`config.mk`:
```
export PLATFORM = sky130hd
export DESIGN_NAME = binary_to_decimal_ascii
export DESIGN_NICKNAME = d
export VERILOG_FILES = /design/src/hdl/b2da_pkg.sv /design/src/hdl/b2da_cell.sv /design/src/hdl/binary_to_decimal_ascii.sv
export VERILOG_INCLUDE_DIRS = /design/src /design/src/hdl
export SDC_FILE = /design/constraint.sdc
export NUM_CORES = 1
export LEC_CHECK = 0
export BUFFER_PORTS_ARGS = -buffer_cell sky130_fd_sc_hd__buf_4
export CAP_MARGIN = 20
export CORE_UTILIZATION = 41
export CTS_BUF_LIST = sky130_fd_sc_hd__clkbuf_8
export DETAILED_ROUTE_END_ITERATION = 10
export PLACE_DENSITY = 0.61
export SETUP_SLACK_MARGIN = 0.3
export SKIP_LAST_GASP = 1
export SYNTH_ARGS = -nofsm -noshare
export SYNTH_HDL_FRONTEND = slang
export SYNTH_SLANG_ARGS = --single-unit
```
`constraint.sdc`:
```
create_clock -name clk_i -period 6.6 [get_ports clk_i]
set_clock_uncertainty 0.15 [all_clocks]
set_input_delay 1.32 -clock clk_i [delete_from_list [all_inputs] [get_ports clk_i]]
set_output_delay 1.32 -clock clk_i [all_outputs]
set_load 0.01 [all_outputs]
```
`src/hdl/binary_to_decimal_ascii_defines.svh`:
```
// assertion macros for the binary to decimal ascii converter
// used by the top level; expects clk_i and rst_ni in the including scope
`ifndef BINARY_TO_DECIMAL_ASCII_DEFINES_SVH
`define BINARY_TO_DECIMAL_ASCII_DEFINES_SVH

// same-cycle implication, disabled while in reset
`define B2DA_ASSERT_NOW(lbl, ante, cons, msg) \
  lbl: assert property (@(posedge clk_i) disable iff (!rst_ni) (ante) |-> (cons)) \
    else $error(msg);

// next-cycle implication, disabled while in reset
`define B2DA_ASSERT_NEXT(lbl, ante, cons, msg) \
  lbl: assert property (@(posedge clk_i) disable iff (!rst_ni) (ante) |=> (cons)) \
    else $error(msg);

`endif

```
`src/hdl/b2da_pkg.sv`:
```
// shared types and constants for the binary to decimal ascii converter
// no dependencies
package b2da_pkg;

  localparam int unsigned DIGIT_W = 4;
  localparam int unsigned CHAR_W  = 6;

  // ascii '0' within the 6-bit character field
  localparam logic [CHAR_W-1:0] ASCII_ZERO = 6'd48;

  typedef logic [DIGIT_W-1:0] digit_t;

  // per-cycle command broadcast to every digit cell
  typedef struct packed {
    logic clear;   // zero the digit
    logic dabble;  // add-3 correction then shift one bit in
    logic shift;   // take the neighbor's digit
  } ctrl_t;

endpackage

```
`src/hdl/b2da_cell.sv`:
```
// one bcd digit cell of the double-dabble chain
// depends on b2da_pkg
module b2da_cell (
  input  logic             clk_i,
  input  b2da_pkg::ctrl_t  ctrl_i,
  input  logic             bit_i,
  input  b2da_pkg::digit_t digit_i,
  output logic             bit_o,
  output b2da_pkg::digit_t digit_o
);

  b2da_pkg::digit_t digit_q, digit_d, adj;

  assign adj     = (digit_q >= 4'd5) ? digit_q + 4'd3 : digit_q;
  assign bit_o   = adj[3];
  assign digit_o = digit_q;

  always_comb begin
    digit_d = digit_q;
    if (ctrl_i.clear) begin
      digit_d = '0;
    end else if (ctrl_i.dabble) begin
      digit_d = {adj[2:0], bit_i};
    end else if (ctrl_i.shift) begin
      digit_d = digit_i;
    end
  end

  always_ff @(posedge clk_i) begin
    digit_q <= digit_d;
  end

endmodule

```
`src/hdl/binary_to_decimal_ascii.sv`:
```
// top level of the binary to decimal ascii converter
// depends on b2da_pkg, b2da_cell and binary_to_decimal_ascii_defines.svh
//
// usage:
//   a request is taken at a rising edge with start high and busy low; value_i
//   carries the unsigned number, only its low VALUE_WIDTH bits are used.
//   the decimal text comes out most significant digit first on digit_char_o,
//   one character per valid_o strobe, leading zeros dropped; zero gives a
//   single '0'. last_o marks the least significant character.
//   conversion: bit-serial double dabble of all VALUE_WIDTH bits through a row
//   of NUM_DIGITS bcd digit cells, then an emit phase in which the row shifts
//   up one digit per cycle and the top digit is emitted or skipped.
//   busy stays high through both phases from the edge that takes a request,
//   so no new request is taken while a conversion is in flight; the first
//   character shows in the cycle after the first nonzero digit reaches the
//   top. busy drops as the last character is shown, so the next request
//   can be taken in that cycle.
//   results cannot be held off: each strobe lasts exactly one cycle.
//   reset returns the controller to idle and drops the strobe; nothing else
//   is kept between requests.
`include "binary_to_decimal_ascii_defines.svh"
module binary_to_decimal_ascii #(
  parameter int unsigned VALUE_WIDTH = 64
) (
  input  logic                         clk_i,
  input  logic                         rst_ni,
  input  logic                         start,
  output logic                         busy,
  input  logic [63:0]                  value_i,
  output logic [b2da_pkg::CHAR_W-1:0]  digit_char_o,
  output logic                         last_o,
  output logic                         valid_o
);

  // digits of 2^VALUE_WIDTH - 1: floor(w * log10 2) + 1
  localparam int unsigned NUM_DIGITS  = (VALUE_WIDTH * 30103) / 100000 + 1;
  localparam int unsigned BIT_CNT_W   = $clog2(VALUE_WIDTH);
  localparam int unsigned DIGIT_CNT_W = $clog2(NUM_DIGITS);

  localparam logic [1:0] ST_IDLE = 2'd0;
  localparam logic [1:0] ST_CONV = 2'd1;
  localparam logic [1:0] ST_EMIT = 2'd2;

  logic [1:0]             state_q, state_d;
  logic [BIT_CNT_W-1:0]   bit_cnt_q, bit_cnt_d;
  logic [DIGIT_CNT_W-1:0] pos_q, pos_d;
  logic                   started_q, started_d;
  logic                   valid_q, valid_d;
  logic                   last_q, last_d;
  logic [VALUE_WIDTH-1:0] value_q, value_d;
  b2da_pkg::digit_t       char_digit_q, char_digit_d;

  logic                   accept;
  logic                   pos_last;
  logic                   show;
  b2da_pkg::ctrl_t        ctrl;

  logic             [NUM_DIGITS:0]   carry;
  b2da_pkg::digit_t [NUM_DIGITS-1:0] digits;
  b2da_pkg::digit_t [NUM_DIGITS:0]   digit_chain;

  assign accept   = start && !busy;
  assign busy     = (state_q != ST_IDLE);
  assign pos_last = (pos_q == DIGIT_CNT_W'(NUM_DIGITS - 1));
  // emit once the first nonzero digit is seen, or the ones digit regardless
  assign show     = started_q || (digits[NUM_DIGITS-1] != '0) || pos_last;

  assign carry[0]       = value_q[VALUE_WIDTH-1];
  assign digit_chain[0] = '0;

  for (genvar g = 0; g < NUM_DIGITS; g++) begin : g_cell
    b2da_cell u_cell (
      .clk_i   (clk_i),
      .ctrl_i  (ctrl),
      .bit_i   (carry[g]),
      .digit_i (digit_chain[g]),
      .bit_o   (carry[g+1]),
      .digit_o (digits[g])
    );
    assign digit_chain[g+1] = digits[g];
  end

  always_comb begin
    state_d      = state_q;
    bit_cnt_d    = bit_cnt_q;
    pos_d        = pos_q;
    started_d    = started_q;
    value_d      = value_q;
    valid_d      = 1'b0;
    last_d       = 1'b0;
    char_digit_d = char_digit_q;
    ctrl         = '0;

    unique case (state_q)
      ST_IDLE: begin
        if (accept) begin
          value_d    = value_i[VALUE_WIDTH-1:0];
          bit_cnt_d  = '0;
          ctrl.clear = 1'b1;
          state_d    = ST_CONV;
        end
      end
      ST_CONV: begin
        ctrl.dabble = 1'b1;
        value_d     = {value_q[VALUE_WIDTH-2:0], 1'b0};
        bit_cnt_d   = bit_cnt_q + 1'b1;
        if (bit_cnt_q == BIT_CNT_W'(VALUE_WIDTH - 1)) begin
          pos_d     = '0;
          started_d = 1'b0;
          state_d   = ST_EMIT;
        end
      end
      ST_EMIT: begin
        ctrl.shift   = 1'b1;
        pos_d        = pos_q + 1'b1;
        valid_d      = show;
        last_d       = pos_last;
        char_digit_d = digits[NUM_DIGITS-1];
        started_d    = show;
        if (pos_last) begin
          state_d = ST_IDLE;
        end
      end
      default: begin
        state_d = ST_IDLE;
      end
    endcase
  end

  always_ff @(posedge clk_i or negedge rst_ni) begin
    if (!rst_ni) begin
      state_q   <= ST_IDLE;
      valid_q   <= 1'b0;
      started_q <= 1'b0;
      bit_cnt_q <= '0;
      pos_q     <= '0;
    end else begin
      state_q   <= state_d;
      valid_q   <= valid_d;
      started_q <= started_d;
      bit_cnt_q <= bit_cnt_d;
      pos_q     <= pos_d;
    end
  end

  always_ff @(posedge clk_i) begin
    value_q      <= value_d;
    last_q       <= last_d;
    char_digit_q <= char_digit_d;
  end

  assign valid_o      = valid_q;
  assign last_o       = last_q;
  assign digit_char_o = b2da_pkg::ASCII_ZERO | {2'b00, char_digit_q};

  `B2DA_ASSERT_NOW(a_char_is_digit, valid_o, char_digit_q <= 4'd9, "bcd digit out of range")
  `B2DA_ASSERT_NOW(a_last_frees, valid_o && last_o, !busy, "busy after last character")
  `B2DA_ASSERT_NOW(a_more_pending, valid_o && !last_o, busy, "idle with characters pending")
  `B2DA_ASSERT_NEXT(a_accept_quiet, accept, busy && !valid_o, "bad state after request")

endmodule

```
# Yosys cells after proc, flatten, opt, wreduce, memory -nomap -nowiden
# Cells that the tools add are included.
# op_classes
n_lt_le_gt_ge	20
n_mux	77
div	0
n_eq_ne	7
n_mul	0
shift	0
bitwise	0
add_sub_neg	22
reduce_logical	13
# op_table
cell	n
$mux W4	59
$pmux W64 S2	1
$ge A4 B3 Y1 const B	20
$add A4 B2 Y4 const B	19
$mux W64	1
$pmux W6 S2	1
$pmux W5 S2	1
$reduce_bool A2 Y1	4
$add A6 B1 Y6 const B	1
$eq A6 B6 Y1 const B	1
$mux W1	6
$mux W2	3
$mux W6	1
$ne A2 B2 Y1 const B	3
$pmux W2 S3	1
$add A5 B1 Y5 const B	1
$eq A5 B5 Y1 const B	1
$mux W5	1
$reduce_and A2 Y1	2
$reduce_bool A4 Y1	1
$add A3 B2 Y3 const B	1
$mux W3	1
$reduce_and A3 Y1	1
$eq A2 B1 Y1 const B	1
6 further kinds	7
# word_totals
regBits	164
n_memories	0
latch_bits	0
mem_bits_ro	0
ram_bits	0
word_cells	167

# Depth between registers and ports, before layout
# logic_depth
ltp_word	5
ltp_mapped	9

# By module
# A second synthesis with hierarchy kept.
# hier_totals
cells_unflattened	923
area_unflattened_um2	9265.1
# modules_own_cells
mod	cells_per_inst	n_inst	seq_area_each_um2	area_each_um2
b2da_cell	35	20	80.1	280.3
binary_to_decimal_ascii	223	1	2437.3	3659.8

# Worst setup path after synthesis
# Ideal clock, no wire load.
# synth_timing
kind	input to register
start	in start
end	reg value_q[0], enable pin
path_slack_ns	3.276
stages	2
setup_time_ns	0.418
arrival_ns	2.756
required_ns	6.032
cell_sequence	mux2i_1 > inv_1
# synth_via
elab_chain_len	3
# synth_lines
element	line	rtl
start, declared	binary_to_decimal_ascii.sv:27	input logic start,
$logic_and A1 B1 Y1	binary_to_decimal_ascii.sv:62	assign accept = start && !busy;
$ne A2 B2 Y1 (no source line)	n/a	
$reduce_and A2 Y1 (no source line)	n/a	
end signal, assigned	binary_to_decimal_ascii.sv:147	value_q <= value_d;
end, declared	binary_to_decimal_ascii.sv:50	logic [VALUE_WIDTH-1:0] value_q, value_d;
# No other way between the ends.
# A chain may end at the register's enable or synchronous reset.

# Worst setup path after layout
# layout_timing
start	reg state_q[1]
end	reg g_cell[11].u_cell.digit_q[0]
# layout_via
elab_chain_len	5
# layout_lines
element	line	rtl
start, declared	binary_to_decimal_ascii.sv:44	logic [1:0] state_q, state_d;
start signal, assigned	binary_to_decimal_ascii.sv:138	state_q <= state_d;
$reduce_bool A2 Y1	binary_to_decimal_ascii.sv:63	assign busy = (state_q != ST_IDLE);
$logic_not A1 Y1	binary_to_decimal_ascii.sv:62	
$logic_and A1 B1 Y1	binary_to_decimal_ascii.sv:62	
$mux W1	binary_to_decimal_ascii.sv:96	if (accept) begin
$mux W1	binary_to_decimal_ascii.sv:94	unique case (state_q)
end signal, assigned	b2da_cell.sv:30	digit_q <= digit_d;
end, declared	b2da_cell.sv:12	b2da_pkg::digit_t digit_q, digit_d, adj;
# Several ways; a longest one is shown, not always the timed one.

==> results.txt <==
Outcome: completed
First-pass GRT wire length: 31200 µm
Port Buffers: 73
Top layer in use: met4
Slew Viols, Final: 0
Post-CTS setup buffers: 0
N_diodes: 0
Initial antenna violation count: 0
Main combinational cell family by area after synthesis: compound AO/OA/AOI/OAI gates
Fmax: 288 MHz
Core Area: 21200 µm²
Worst path max stage delay: 0.88 ns
Async SR Flop Fraction: 9.15%
Syn avg cell area: 10.0 µm²
Hpwl dp: 11100 µm
Unrepaired setup endpoints after global routing: false
Rows: 53
Root Driver: clkbuf_8
Crit Path Class: flip-flop to flip-flop
Worst-margin pin slew: 1.07 ns
Share of cells above drive strength 1: 23.6%
Number of global-route vias before repair: 6555
Final hold vios: 0
Via/cell ratio: 5.47
Count leader, synth: mux2_2
Setup WS post-layout: 3.13 ns
Critical Path RT: 6.85 ns
Maximum vdd drop: 0.228 mV
RD Place Congestion: 0.732
Int Power: 2.65 mW
WL met2: 8340 µm
Synth Cell Area: 8910 µm²
Critical Path End Type: flip-flop
Remaining global-route overflow: 0
P_leak: 3.72 nW
CP startpoint kind: flip-flop
Adder-Cell Fraction of Synth Area: 6.46%
Post-synthesis sequential area ratio: 45.3%
Most area-consuming cells after synthesis: edfxtp_1 23%, dfxtp_1 18%, mux2_2 13%
Cell with the largest stage delay on the worst path: and2_1
Period utilization: 52.6%
CTS resizes: 0
Cell variety after synth: 47
Initial Util: 42.1%
Simple-Gate Fraction of Synth Area: 10.8%
Htree depth: 4
Final setup viols: 0
Clk pwr share: 16.4%
Ys Warns: 0
Clock sinks: 164
Rel. slew slack: 28.6%
Overall power: 4.45 mW
Area Growth Syn to Fin: 12.5%
Total wire length: 18300 µm
Top FF cell, synth: dfxtp_1
Largest net degree at the start of global routing: 100
Cell Chain, Critical Path: inv_1, ha_4, and2_1, nand2_2, a21oi_1, a311o_1
Sequential share of power: 40.1%
Yosys top cell area share: 22.9%
Die ar.: 22300 µm²
Num ports: 76
Post-synthesis mux area share: 13.2%
Setup total negative slack: 0 ns
Critical hold path startpoint: value_q[63]
Iter 0 DRT Violations: 403
Mapped Cells: 888
Synthesized flop and latch total: 164
PwrDens: 443 nW/µm²
Cell taking the most area after synthesis: edfxtp_1
Hold Crit Class: flip-flop to flip-flop
Top cells by count, synth: 102 x mux2_2, 81 x dfxtp_1, 68 x edfxtp_1
Min cycle time layout: 3.47 ns
Post-Synth XOR/XNOR Area: 2.06%
Die Ht: 149 µm
Reg2reg start: state_q[1]
Nets: 1041
Comb power frac: 43.5%
Antenna viol nets, final: 0
Crit-path max FO: 55
Sw power: 1.80 mW
Crit. Startpoint: state_q[1]
TritonCTS clock tree: yes
DR pass1 iterations: 4
EDFF count, synth: 68
Via count: 6655
Die width: 149 µm
Sw Ratio: 40.4%
Avg WL per Cell: 15.1 µm
Hold buffers post-CTS: 0
Max_cap viols: 0
CTS Buf Count: 17
Arrival @ worst endpoint: 3.72 ns
Max Root-Sink Buffers: 2
Pre-CTS setup slack: 3.10 ns
Remaining DRCs: 0
Clock slew at reported path FFs: 0.10 ns
Clk_lat worst skew: 0.46 ns
Compound-gate portion of the synthesized area: 16.3%
WL met1: 8880 µm
Total track usage: 17.2%
Hold_ws: 0.341 ns
Routed wl met3: 1000 µm
-- routing by layer --
metal  GRT usage [%]  vias up
met5               0        -
met3            5.64       10
li1                -     3344
met2            27.6       98
met1            22.2     3203
met4            4.59        0
-- per-stage QoR --
step / std cells / area, µm² / utilization (%)
floorplan: 889 / 8920 / -
global placement: 1183 / 9620 / 45.5
detailed placement: 1183 / 9620 / 45.5
CTS: 1215 / 10000 / 47.3
global route: 1216 / 10000 / 47.4
finish: 1216 / 10000 / 47.4
-- worst max-delay path, delay by kind of cell (launching register included) --
kind	cells	cell delay, ns
compound gates	2	0.49
buf+inv	1	0.14
flops	1	0.40
fa+ha+maj	1	0.59
simple gates	2	1.62
-- worst paths after layout --
path	endpoint	slack, ns	cells after the start
worst max-delay path	g_cell[11].u_cell.digit_o[0]	3.13	6
worst max register to register	g_cell[11].u_cell.digit_o[0]	3.13	6
min in group asynchronous	pos_q[4]	0.54	1
worst min register to register	g_cell[0].u_cell.digit_o[0]	0.34	2
max in group asynchronous	bit_cnt_q[3]	5.56	1
worst min-delay path	g_cell[0].u_cell.digit_o[0]	0.34	2
-- final cells by class --
class                      instances  area (µm²)
inverter                          66         248
sequential                       164        4040
multi-input combinational        599        4400
fill                            1977       11100
tap                              275         344
timing repair buffer              80         613
clock buffer                      17         234
clock inverter                    15         156
-- placed cells by master, fill, tap and decap left out, types with 20 or more instances in the layout --
cell type	netlist	layout
a21oi_1	67	67
mux2_2	102	102
nand2_1	26	25
xnor2_1	21	21
nand3_1	48	48
buf_4	2	79
a31oi_1	22	22
inv_1	64	63
edfxtp_1	68	68
ha_1	46	44
nand2b_1	26	26
o211ai_1	20	20
o31ai_1	21	21
nor2_1	27	27
dfxtp_1	81	81
o21ai_0	60	60
-- flip-flops by register name, summed over array words and instances (netlist names) --
| name | cells |
|---|---|
| g_cell.u_cell.digit_o | 80 |
| value_q | 64 |
| started_q | 1 |
| pos_q | 5 |
| last_o | 1 |
| char_digit_q | 4 |
| bit_cnt_q | 6 |
| state_q | 2 |
| valid_o | 1 |
-- power groups by stage --
| stage | registers [mW] | logic [mW] | clock network [mW] |
|---|---|---|---|
| after floorplan | 1.73 | 1.57 | 0 |
| final | 1.78 | 1.93 | 0.730 |
| after CTS | 1.78 | 1.95 | 0.754 |
| after detailed placement | 1.80 | 1.94 | 0 |
| after global placement | 1.80 | 1.91 | 0 |
| after global routing | 1.83 | 2.18 | 0.794 |
-- kinds of logic after synthesis --
kind of cell	count (synthesis)
mux	105
buf+inv	126
fa+ha+maj	46
compound gates	242
other cells	1
flops	164
xor+xnor	21
simple gates	183
No activity file was read; power rests on OpenSTA's default activity.
